--- config.mk ---
export PLATFORM = sky130hd
export DESIGN_NAME = fifo_with_ordered_waiters
export DESIGN_NICKNAME = d
export VERILOG_FILES = /design/src/rtl/fwow_pkg.sv /design/src/rtl/fwow_dp.sv /design/src/rtl/fwow_ctrl.sv /design/src/rtl/fifo_with_ordered_waiters.sv
export SDC_FILE = /design/constraint.sdc
export NUM_CORES = 1
export LEC_CHECK = 0
export ABC_CLOCK_PERIOD_IN_PS = 5000
export BUFFER_PORTS_ARGS = -buffer_cell sky130_fd_sc_hd__buf_2
export CAP_MARGIN = 5
export CORE_MARGIN = 2
export CORE_UTILIZATION = 49
export CTS_CLUSTER_SIZE = 40
export DETAILED_ROUTE_END_ITERATION = 6
export PLACE_DENSITY = 0.68
export SYNTH_ARGS = -nofsm -noshare
export SYNTH_HDL_FRONTEND = slang
export SYNTH_SLANG_ARGS = --single-unit
--- constraint.sdc ---
create_clock -name i_clk -period 5 [get_ports i_clk]
set_input_delay 1 -clock i_clk [delete_from_list [all_inputs] [get_ports i_clk]]
set_output_delay 1 -clock i_clk [all_outputs]
set_load 0.005 [all_outputs]
--- src/rtl/fwow_pkg.sv ---
// Shared constants, types and helpers for the item/waiter matching FIFO.
package fwow_pkg;

    // Store sizes and data word width
    localparam int ITEM_DEPTH   = 16;
    localparam int WAITER_DEPTH = 16;
    localparam int DATA_WIDTH   = 32;

    // Fixed port widths
    localparam int PORT_VALUE_W = 32;
    localparam int ID_W         = 8;
    localparam int STATUS_W     = 2;
    localparam int ATTEMPT_W    = 32;

    // Derived address and count widths
    localparam int ITEM_AW   = $clog2(ITEM_DEPTH);
    localparam int ITEM_CW   = $clog2(ITEM_DEPTH + 1);
    localparam int WAITER_AW = $clog2(WAITER_DEPTH);
    localparam int WAITER_CW = $clog2(WAITER_DEPTH + 1);

    // Operation codes
    localparam logic OP_ENQUEUE = 1'b0;
    localparam logic OP_DEQUEUE = 1'b1;

    // Result status codes
    localparam logic [STATUS_W-1:0] STATUS_SERVED      = 2'd0;
    localparam logic [STATUS_W-1:0] STATUS_ITEM_FULL   = 2'd1;
    localparam logic [STATUS_W-1:0] STATUS_WAITER_FULL = 2'd2;

    // Controller states
    typedef enum logic {
        S_IDLE,
        S_READ
    } t_state;

    // Commands from controller to datapath
    typedef struct packed {
        logic                push_item;
        logic                push_waiter;
        logic                pop_item;
        logic                pop_waiter;
        logic                count_attempt;
        logic                load_reject;
        logic                load_match;
        logic [STATUS_W-1:0] reject_status;
    } t_cmd;

    // Status from datapath to controller
    typedef struct packed {
        logic item_full;
        logic item_empty;
        logic waiter_full;
        logic waiter_empty;
    } t_stat;

    // Fit a port word into the stored data width
    function automatic logic [DATA_WIDTH-1:0] to_data(input logic [PORT_VALUE_W-1:0] v);
        logic [63:0] w;
        w = 64'(v);
        return w[DATA_WIDTH-1:0];
    endfunction

    // Fit a stored data word onto the port width
    function automatic logic [PORT_VALUE_W-1:0] to_port(input logic [DATA_WIDTH-1:0] v);
        logic [63:0] w;
        w = 64'(v);
        return w[PORT_VALUE_W-1:0];
    endfunction

endpackage

--- src/rtl/fwow_dp.sv ---
// Datapath: item and waiter stores, pointers, attempt counter and result register.
module fwow_dp (
    input  logic                                 i_clk,
    input  logic                                 i_rst_n,
    input  fwow_pkg::t_cmd                       i_cmd,
    output fwow_pkg::t_stat                      o_stat,
    input  logic [fwow_pkg::PORT_VALUE_W-1:0]    i_item_value,
    input  logic [fwow_pkg::ID_W-1:0]            i_requester_id,
    output logic [fwow_pkg::STATUS_W-1:0]        o_status,
    output logic [fwow_pkg::ID_W-1:0]            o_served_id,
    output logic [fwow_pkg::PORT_VALUE_W-1:0]    o_served_value,
    output logic [fwow_pkg::ATTEMPT_W-1:0]       o_attempt_count
);
    import fwow_pkg::*;

    // Stores
    logic [DATA_WIDTH-1:0] item_mem   [ITEM_DEPTH];
    logic [ID_W-1:0]       waiter_mem [WAITER_DEPTH];

    // Pointers, counts and attempt counter
    logic [ITEM_AW-1:0]   r_item_head,   n_item_head;
    logic [ITEM_CW-1:0]   r_item_count,  n_item_count;
    logic [WAITER_AW-1:0] r_waiter_head, n_waiter_head;
    logic [WAITER_CW-1:0] r_waiter_count, n_waiter_count;
    logic [ATTEMPT_W-1:0] r_attempts;

    // Read data and the operand held from the matching transfer
    logic [DATA_WIDTH-1:0]   r_item_rd;
    logic [ID_W-1:0]         r_waiter_rd;
    logic [DATA_WIDTH-1:0]   r_hold_value;
    logic [ID_W-1:0]         r_hold_id;
    logic                    r_src_item;

    // Result register
    logic [STATUS_W-1:0]     r_status;
    logic [ID_W-1:0]         r_served_id;
    logic [PORT_VALUE_W-1:0] r_served_value;
    logic [ATTEMPT_W-1:0]    r_attempt_count;

    // Tail addresses: head plus count, wrapped once
    logic [ITEM_AW:0]     item_sum;
    logic [ITEM_AW-1:0]   item_tail;
    logic [WAITER_AW:0]   waiter_sum;
    logic [WAITER_AW-1:0] waiter_tail;

    always_comb begin
        item_sum = (ITEM_AW + 1)'(r_item_head) + (ITEM_AW + 1)'(r_item_count);
        if (item_sum >= (ITEM_AW + 1)'(ITEM_DEPTH)) begin
            item_sum = item_sum - (ITEM_AW + 1)'(ITEM_DEPTH);
        end
        item_tail = item_sum[ITEM_AW-1:0];

        waiter_sum = (WAITER_AW + 1)'(r_waiter_head) + (WAITER_AW + 1)'(r_waiter_count);
        if (waiter_sum >= (WAITER_AW + 1)'(WAITER_DEPTH)) begin
            waiter_sum = waiter_sum - (WAITER_AW + 1)'(WAITER_DEPTH);
        end
        waiter_tail = waiter_sum[WAITER_AW-1:0];
    end

    // Advance heads and counts
    always_comb begin
        n_item_head    = r_item_head;
        n_item_count   = r_item_count;
        n_waiter_head  = r_waiter_head;
        n_waiter_count = r_waiter_count;
        if (i_cmd.push_item) begin
            n_item_count = r_item_count + ITEM_CW'(1);
        end
        if (i_cmd.pop_item) begin
            n_item_count = r_item_count - ITEM_CW'(1);
            n_item_head  = (r_item_head == ITEM_AW'(ITEM_DEPTH - 1)) ?
                           '0 : r_item_head + ITEM_AW'(1);
        end
        if (i_cmd.push_waiter) begin
            n_waiter_count = r_waiter_count + WAITER_CW'(1);
        end
        if (i_cmd.pop_waiter) begin
            n_waiter_count = r_waiter_count - WAITER_CW'(1);
            n_waiter_head  = (r_waiter_head == WAITER_AW'(WAITER_DEPTH - 1)) ?
                             '0 : r_waiter_head + WAITER_AW'(1);
        end
    end

    always_ff @(posedge i_clk) begin
        if (!i_rst_n) begin
            r_item_head    <= '0;
            r_item_count   <= '0;
            r_waiter_head  <= '0;
            r_waiter_count <= '0;
            r_attempts     <= '0;
        end else begin
            r_item_head    <= n_item_head;
            r_item_count   <= n_item_count;
            r_waiter_head  <= n_waiter_head;
            r_waiter_count <= n_waiter_count;
            if (i_cmd.count_attempt) begin
                r_attempts <= r_attempts + ATTEMPT_W'(1);
            end
        end
    end

    // Item store: write at tail, registered read at head
    always_ff @(posedge i_clk) begin
        if (i_cmd.push_item) begin
            item_mem[item_tail] <= to_data(i_item_value);
        end
        if (i_cmd.pop_item) begin
            r_item_rd <= item_mem[r_item_head];
        end
    end

    // Waiter store: write at tail, registered read at head
    always_ff @(posedge i_clk) begin
        if (i_cmd.push_waiter) begin
            waiter_mem[waiter_tail] <= i_requester_id;
        end
        if (i_cmd.pop_waiter) begin
            r_waiter_rd <= waiter_mem[r_waiter_head];
        end
    end

    // Hold the incoming half of a match while the store is read
    always_ff @(posedge i_clk) begin
        if (i_cmd.pop_item) begin
            r_hold_id  <= i_requester_id;
            r_src_item <= 1'b1;
        end
        if (i_cmd.pop_waiter) begin
            r_hold_value <= to_data(i_item_value);
            r_src_item   <= 1'b0;
        end
    end

    // Load the result register
    always_ff @(posedge i_clk) begin
        if (i_cmd.load_reject) begin
            r_status        <= i_cmd.reject_status;
            r_served_id     <= '0;
            r_served_value  <= '0;
            r_attempt_count <= r_attempts;
        end else if (i_cmd.load_match) begin
            r_status        <= STATUS_SERVED;
            r_served_id     <= r_src_item ? r_hold_id : r_waiter_rd;
            r_served_value  <= to_port(r_src_item ? r_item_rd : r_hold_value);
            r_attempt_count <= r_attempts;
        end
    end

    assign o_stat.item_full    = (r_item_count == ITEM_CW'(ITEM_DEPTH));
    assign o_stat.item_empty   = (r_item_count == '0);
    assign o_stat.waiter_full  = (r_waiter_count == WAITER_CW'(WAITER_DEPTH));
    assign o_stat.waiter_empty = (r_waiter_count == '0);

    assign o_status        = r_status;
    assign o_served_id     = r_served_id;
    assign o_served_value  = r_served_value;
    assign o_attempt_count = r_attempt_count;

endmodule

--- src/rtl/fwow_ctrl.sv ---
// Controller: accepts operations, steers pushes, pops and result loads.
module fwow_ctrl (
    input  logic             i_clk,
    input  logic             i_rst_n,
    input  logic             i_valid,
    output logic             o_ready,
    input  logic             i_operation,
    output logic             o_valid,
    input  logic             i_ready,
    input  fwow_pkg::t_stat  i_stat,
    output fwow_pkg::t_cmd   o_cmd
);
    import fwow_pkg::*;

    t_state r_state, n_state;
    logic   r_out_valid, n_out_valid;
    logic   out_free;
    logic   accept;

    // Result register can take a new result this cycle
    assign out_free = !r_out_valid || i_ready;
    assign o_ready  = (r_state == S_IDLE) && out_free;
    assign accept   = i_valid && o_ready;

    // Next state
    always_comb begin
        n_state = r_state;
        case (r_state)
            S_IDLE: begin
                if (accept) begin
                    if (i_operation == OP_ENQUEUE) begin
                        if (!i_stat.item_full && !i_stat.waiter_empty) begin
                            n_state = S_READ;
                        end
                    end else begin
                        if (!i_stat.waiter_full && !i_stat.item_empty) begin
                            n_state = S_READ;
                        end
                    end
                end
            end
            S_READ: begin
                if (out_free) begin
                    n_state = S_IDLE;
                end
            end
            default: n_state = S_IDLE;
        endcase
    end

    // Commands
    always_comb begin
        o_cmd = '0;
        case (r_state)
            S_IDLE: begin
                if (accept) begin
                    if (i_operation == OP_ENQUEUE) begin
                        if (i_stat.item_full) begin
                            o_cmd.load_reject   = 1'b1;
                            o_cmd.reject_status = STATUS_ITEM_FULL;
                        end else if (!i_stat.waiter_empty) begin
                            o_cmd.pop_waiter = 1'b1;
                        end else begin
                            o_cmd.push_item = 1'b1;
                        end
                    end else begin
                        if (i_stat.waiter_full) begin
                            o_cmd.load_reject   = 1'b1;
                            o_cmd.reject_status = STATUS_WAITER_FULL;
                        end else begin
                            o_cmd.count_attempt = 1'b1;
                            if (!i_stat.item_empty) begin
                                o_cmd.pop_item = 1'b1;
                            end else begin
                                o_cmd.push_waiter = 1'b1;
                            end
                        end
                    end
                end
            end
            S_READ: begin
                o_cmd.load_match = out_free;
            end
            default: o_cmd = '0;
        endcase
    end

    // Track the result register
    always_comb begin
        n_out_valid = r_out_valid;
        if (r_out_valid && i_ready) begin
            n_out_valid = 1'b0;
        end
        if (o_cmd.load_reject || o_cmd.load_match) begin
            n_out_valid = 1'b1;
        end
    end

    always_ff @(posedge i_clk) begin
        if (!i_rst_n) begin
            r_state     <= S_IDLE;
            r_out_valid <= 1'b0;
        end else begin
            r_state     <= n_state;
            r_out_valid <= n_out_valid;
        end
    end

    assign o_valid = r_out_valid;

endmodule

--- src/rtl/fifo_with_ordered_waiters.sv ---
// Top level: item FIFO matched in order against a FIFO of waiting requesters.
//
//  channel  direction  handshake           payload
//  in       input      i_valid / o_ready   i_operation, i_item_value, i_requester_id
//  out      output     o_valid / i_ready   o_status, o_served_id, o_served_value,
//                                          o_attempt_count
//
// A push with no match gives no result; a rejection is loaded on acceptance; a match
// passes through S_READ, as the oldest entry comes out of a store's registered read port.
// Every operation waits for the result register to be free or drained that cycle.
// Reset (synchronous, active low) empties both stores and clears the attempt count.
// A stalled result holds o_ready low for every operation until it is drained.
module fifo_with_ordered_waiters (
    input  logic                                 i_clk,
    input  logic                                 i_rst_n,
    input  logic                                 i_valid,
    output logic                                 o_ready,
    input  logic                                 i_operation,
    input  logic [fwow_pkg::PORT_VALUE_W-1:0]    i_item_value,
    input  logic [fwow_pkg::ID_W-1:0]            i_requester_id,
    output logic                                 o_valid,
    input  logic                                 i_ready,
    output logic [fwow_pkg::STATUS_W-1:0]        o_status,
    output logic [fwow_pkg::ID_W-1:0]            o_served_id,
    output logic [fwow_pkg::PORT_VALUE_W-1:0]    o_served_value,
    output logic [fwow_pkg::ATTEMPT_W-1:0]       o_attempt_count
);
    import fwow_pkg::*;

    t_cmd  cmd;
    t_stat stat;

    fwow_ctrl u_ctrl (
        .i_clk       (i_clk),
        .i_rst_n     (i_rst_n),
        .i_valid     (i_valid),
        .o_ready     (o_ready),
        .i_operation (i_operation),
        .o_valid     (o_valid),
        .i_ready     (i_ready),
        .i_stat      (stat),
        .o_cmd       (cmd)
    );

    fwow_dp u_dp (
        .i_clk           (i_clk),
        .i_rst_n         (i_rst_n),
        .i_cmd           (cmd),
        .o_stat          (stat),
        .i_item_value    (i_item_value),
        .i_requester_id  (i_requester_id),
        .o_status        (o_status),
        .o_served_id     (o_served_id),
        .o_served_value  (o_served_value),
        .o_attempt_count (o_attempt_count)
    );

endmodule

==> implementation parameters <==
Parameter                              Value

Run status
  Result of the run ... finished, final reports clean

Final layout
  Area growth, synth to finish ... 14.51%
  Share of post-route cells with drive strength above 1 ... 28.46%
  Antenna cells ... 0
  Final net count ... 1806
  Fill count ... 4825

Timing
  Minimum period implied by the final worst setup slack ... 3338 ps
  Worst-Margin Slew ... 972.2 ps
  Share of the cycle needed by the critical path after routing ... 66.75%
  Clock Skew ... 28.40 ps
  Relative slew slack ... 35.19%
  Sum of negative setup slack ... 0 ps
  RSZ-0062 raised after global routing ... no
  Final number of setup-violating endpoints ... 0
  Top achievable clock speed ... 299.6 MHz
  Number of max-slew violations in the final report ... 0
  Final hold violations ... 0

Place
  Post-DP HPWL ... 37.34 mm
  Routability congestion estimate from global placement ... 0.8076
  Port-buffer cells ... 120

Clocking
  TritonCTS clock tree ... yes
  Maximum buffer depth of the clock tree ... 3
  Worst-Skew Late Latency ... 630 ps
  CTS hold repair buffers ... 0
  Clock net sink count ... 847
  Root cell of the clock tree ... sky130_fd_sc_hd__clkbuf_16
  Inserted Clock Buffers ... 85
  Number of H-tree levels ... 3
  Post_cts resized ... 0
  Reg clk slew, reported paths ... 60 ps
  Buffers inserted by post-CTS timing repair ... 0

Power
  Peak supply drop ... 0.3299 mV
  PwrDens ... 487.3 mW/mm^2
  Leakage power ... 11.72 nW
  Pwr Total ... 0.01800 W

Floorplanning
  Core footprint ... 0.06551 sq mm
  Die X ... 260.6 microns
  Top Ports ... 121
  Starting density of the core ... 49.24%
  Floorplan row count ... 94
  Chip height ... 260.6 microns
  Die area ... 0.06790 sq mm

Setup path
  Worst EP arrival ... 3650 ps
  Element type at the critical path start ... register
  Critical path endpoint category ... register
  Cell depth of the worst flop-to-flop path ... 7
  Required time of the worst setup path ... 5320 ps
  Largest fanout of any net on the critical path ... 47
  Critical path type ... reg -> reg

Drt
  Wire length per cell ... 24.68 microns
  Post-detailed-route via-to-cell ratio ... 5.799
  Drt total wl ... 66.06 mm
  DRC violation count after routing ... 0
  Initial DRT Pass Iterations ... 5
  Number of nets still failing antenna checks after routing ... 0
  Total number of vias ... 15524
  Initial drt markers ... 1274

Synthesis
  Number of nets produced by synthesis ... 1642
  Area of the mapped netlist ... 0.03226 sq mm
  Main synth FF type ... sky130_fd_sc_hd__edfxtp_1
  Number of warnings issued by yosys ... 0
  Synth Register Bits ... 847
  EDFF count, synth ... 754
  Library cells used by synthesis ... 51
  Avg Inst Size Synth ... 20.44 sq um
  Synthesized instance count ... 1578
  Portion of the post-synthesis area used by sequential elements ... 75.96%
  Async S/R FF share, synth ... 0%

GRT
  Maximum number of pins on one net before global-route repair ... 81
  Global-route wire length before repair ... 99.91 mm
  Aggregate global-route resource usage ... 19.96%
  Global route total overflow ... 0
  Via count of the first global-routing pass ... 15881
  Number of antenna violations at the first check in global routing ... 3

Min path
  Kind of path behind the tightest hold check ... reg -> reg
  Hold Path Depth ... 0

Job
  Max_cap viols ... 0
-- registers in the layout, summed over array words and instances (netlist names), 2 cells and up --
signal and flops:
u_dp.r_waiter_count 5, u_dp.o_served_value 32, u_dp.o_status 2, u_dp.r_waiter_head 4, u_dp.item_mem 512, u_dp.r_item_rd 32, u_dp.r_attempts 32, u_dp.r_hold_id 8
u_dp.r_hold_value 32, u_dp.o_attempt_count 32, u_dp.r_item_head 4, u_dp.r_item_count 5, u_dp.o_served_id 8, u_dp.r_waiter_rd 8, u_dp.waiter_mem 128
-- layout make-up --
class                      instances  area, sq um  share of cell area [%]
tap                              864         1081                   2.927
inverter                          19        71.32                  0.1931
clock buffer                     117         2371                   6.419
clock inverter                    41        541.8                   1.467
sequential                       847        24520                   66.38
multi-input combinational        636         7481                   20.25
timing repair buffer             153        873.3                   2.364
-- cell usage in the layout (no fill, tap or decap), drive strengths merged, types with 15 or more instances in the layout --
| master | Yosys | routed |
|---|---|---|
| nand2 | 42 | 42 |
| xnor2 | 15 | 15 |
| xor2 | 21 | 21 |
| clkinv | 0 | 22 |
| edfxtp | 754 | 754 |
| mux4 | 200 | 200 |
| mux2i | 44 | 44 |
| a21oi | 26 | 26 |
| nand4 | 16 | 16 |
| clkbuf | 48 | 117 |
| buf | 28 | 153 |
| o21ai | 16 | 16 |
| nor2 | 101 | 101 |
| a211oi | 42 | 42 |
| ha | 15 | 15 |
| dfxtp | 93 | 93 |
| inv | 19 | 20 |
| nand3 | 21 | 21 |
-- worst paths after layout --
check                                    startpoint                        to  slack [ps]
worst max-delay path            u_dp.r_item_head[1]      u_dp.item_mem[10][7]        1660
worst min register to register  u_dp.r_attempts[31]  u_dp.o_attempt_count[31]         460
worst min-delay path            u_dp.r_attempts[31]  u_dp.o_attempt_count[31]         460
worst max register to register  u_dp.r_item_head[1]      u_dp.item_mem[10][7]        1660
-- worst max-delay path: stages, from the launching register on --
cell and delay (ps):
sky130_fd_sc_hd__dfxtp_4 840, sky130_fd_sc_hd__ha_1 360, sky130_fd_sc_hd__a21o_1 150, sky130_fd_sc_hd__a21oi_1 240, sky130_fd_sc_hd__xor2_1 220, sky130_fd_sc_hd__nand2_1 260, sky130_fd_sc_hd__nor2_4 590, sky130_fd_sc_hd__buf_4 330
-- layer usage --
layer,part of all wire [%],routed length [microns],up-vias,global-route usage (%)
met5,0.051,34,-,0
met4,1.3,884,6,4.762
met3,5.9,3913,74,3.438
met2,50,33350,535,32.91
met1,42,27880,8110,28.08
li1,-,-,6799,-
-- stage by stage --
step / hold slack, ps / setup slack, ps / instance area, sq um / utilization [%] / std cells
global route: 477.6 / 1490 / 36940 / 56.38 / 2677
floorplan: 422.3 / -324.9 / 32260 / - / 1578
detailed placement: 443.8 / 1189 / 34030 / 51.94 / 2519
CTS: 459.8 / 1636 / 36940 / 56.38 / 2677
finish: 459.7 / 1662 / 36940 / 56.38 / 2677
global placement: 443.9 / 1321 / 34030 / 51.94 / 2519
-- power breakdown --
part           internal (W)  leakage, nW  switching, W
Sequential          0.00840         7.58      0.000386
Clock               0.00391         1.40       0.00262
Combinational       0.00123         2.75       0.00145
-- synthesized netlist by cell type (4+ instances only) --
| master | number | area share [%] |
|---|---|---|
| sky130_fd_sc_hd__xnor2_1 | 15 | 0.41 |
| sky130_fd_sc_hd__dfxtp_1 | 93 | 5.8 |
| sky130_fd_sc_hd__o21ai_0 | 16 | 0.25 |
| sky130_fd_sc_hd__inv_1 | 18 | 0.21 |
| sky130_fd_sc_hd__mux4_2 | 200 | 14 |
| sky130_fd_sc_hd__nand2_1 | 41 | 0.48 |
| sky130_fd_sc_hd__buf_2 | 16 | 0.25 |
| sky130_fd_sc_hd__a21o_1 | 6 | 0.14 |
| sky130_fd_sc_hd__edfxtp_1 | 754 | 70 |
| sky130_fd_sc_hd__a211oi_1 | 41 | 0.95 |
| sky130_fd_sc_hd__xor2_1 | 21 | 0.57 |
| sky130_fd_sc_hd__nand4_1 | 16 | 0.31 |
| sky130_fd_sc_hd__fa_1 | 4 | 0.25 |
| sky130_fd_sc_hd__clkbuf_1 | 48 | 0.56 |
| sky130_fd_sc_hd__or3_1 | 11 | 0.21 |
| sky130_fd_sc_hd__mux2i_1 | 44 | 1.4 |
| sky130_fd_sc_hd__ha_1 | 15 | 0.58 |
| sky130_fd_sc_hd__nor2_1 | 101 | 1.2 |
| sky130_fd_sc_hd__nand3_1 | 21 | 0.33 |
| sky130_fd_sc_hd__buf_1 | 10 | 0.12 |
| sky130_fd_sc_hd__nand2b_1 | 4 | 0.078 |
| sky130_fd_sc_hd__nor4_1 | 7 | 0.14 |
| sky130_fd_sc_hd__and2_1 | 6 | 0.12 |
| sky130_fd_sc_hd__nand3b_1 | 4 | 0.093 |
| sky130_fd_sc_hd__a21oi_1 | 26 | 0.40 |
-- logic make-up after synthesis --
| group | count (synthesis) | synth area share [%] |
|---|---|---|
| adders and majority gates | 19 | 0.8301 |
| AOI/OAI and AO/OA | 104 | 2.195 |
| muxes | 244 | 15.33 |
| DFF | 847 | 75.96 |
| xor gates and xnor gates | 36 | 0.9775 |
| and+or+nand+nor | 233 | 3.491 |
| buffers and inverters | 95 | 1.214 |
No activity file was read; power rests on OpenSTA's default activity.
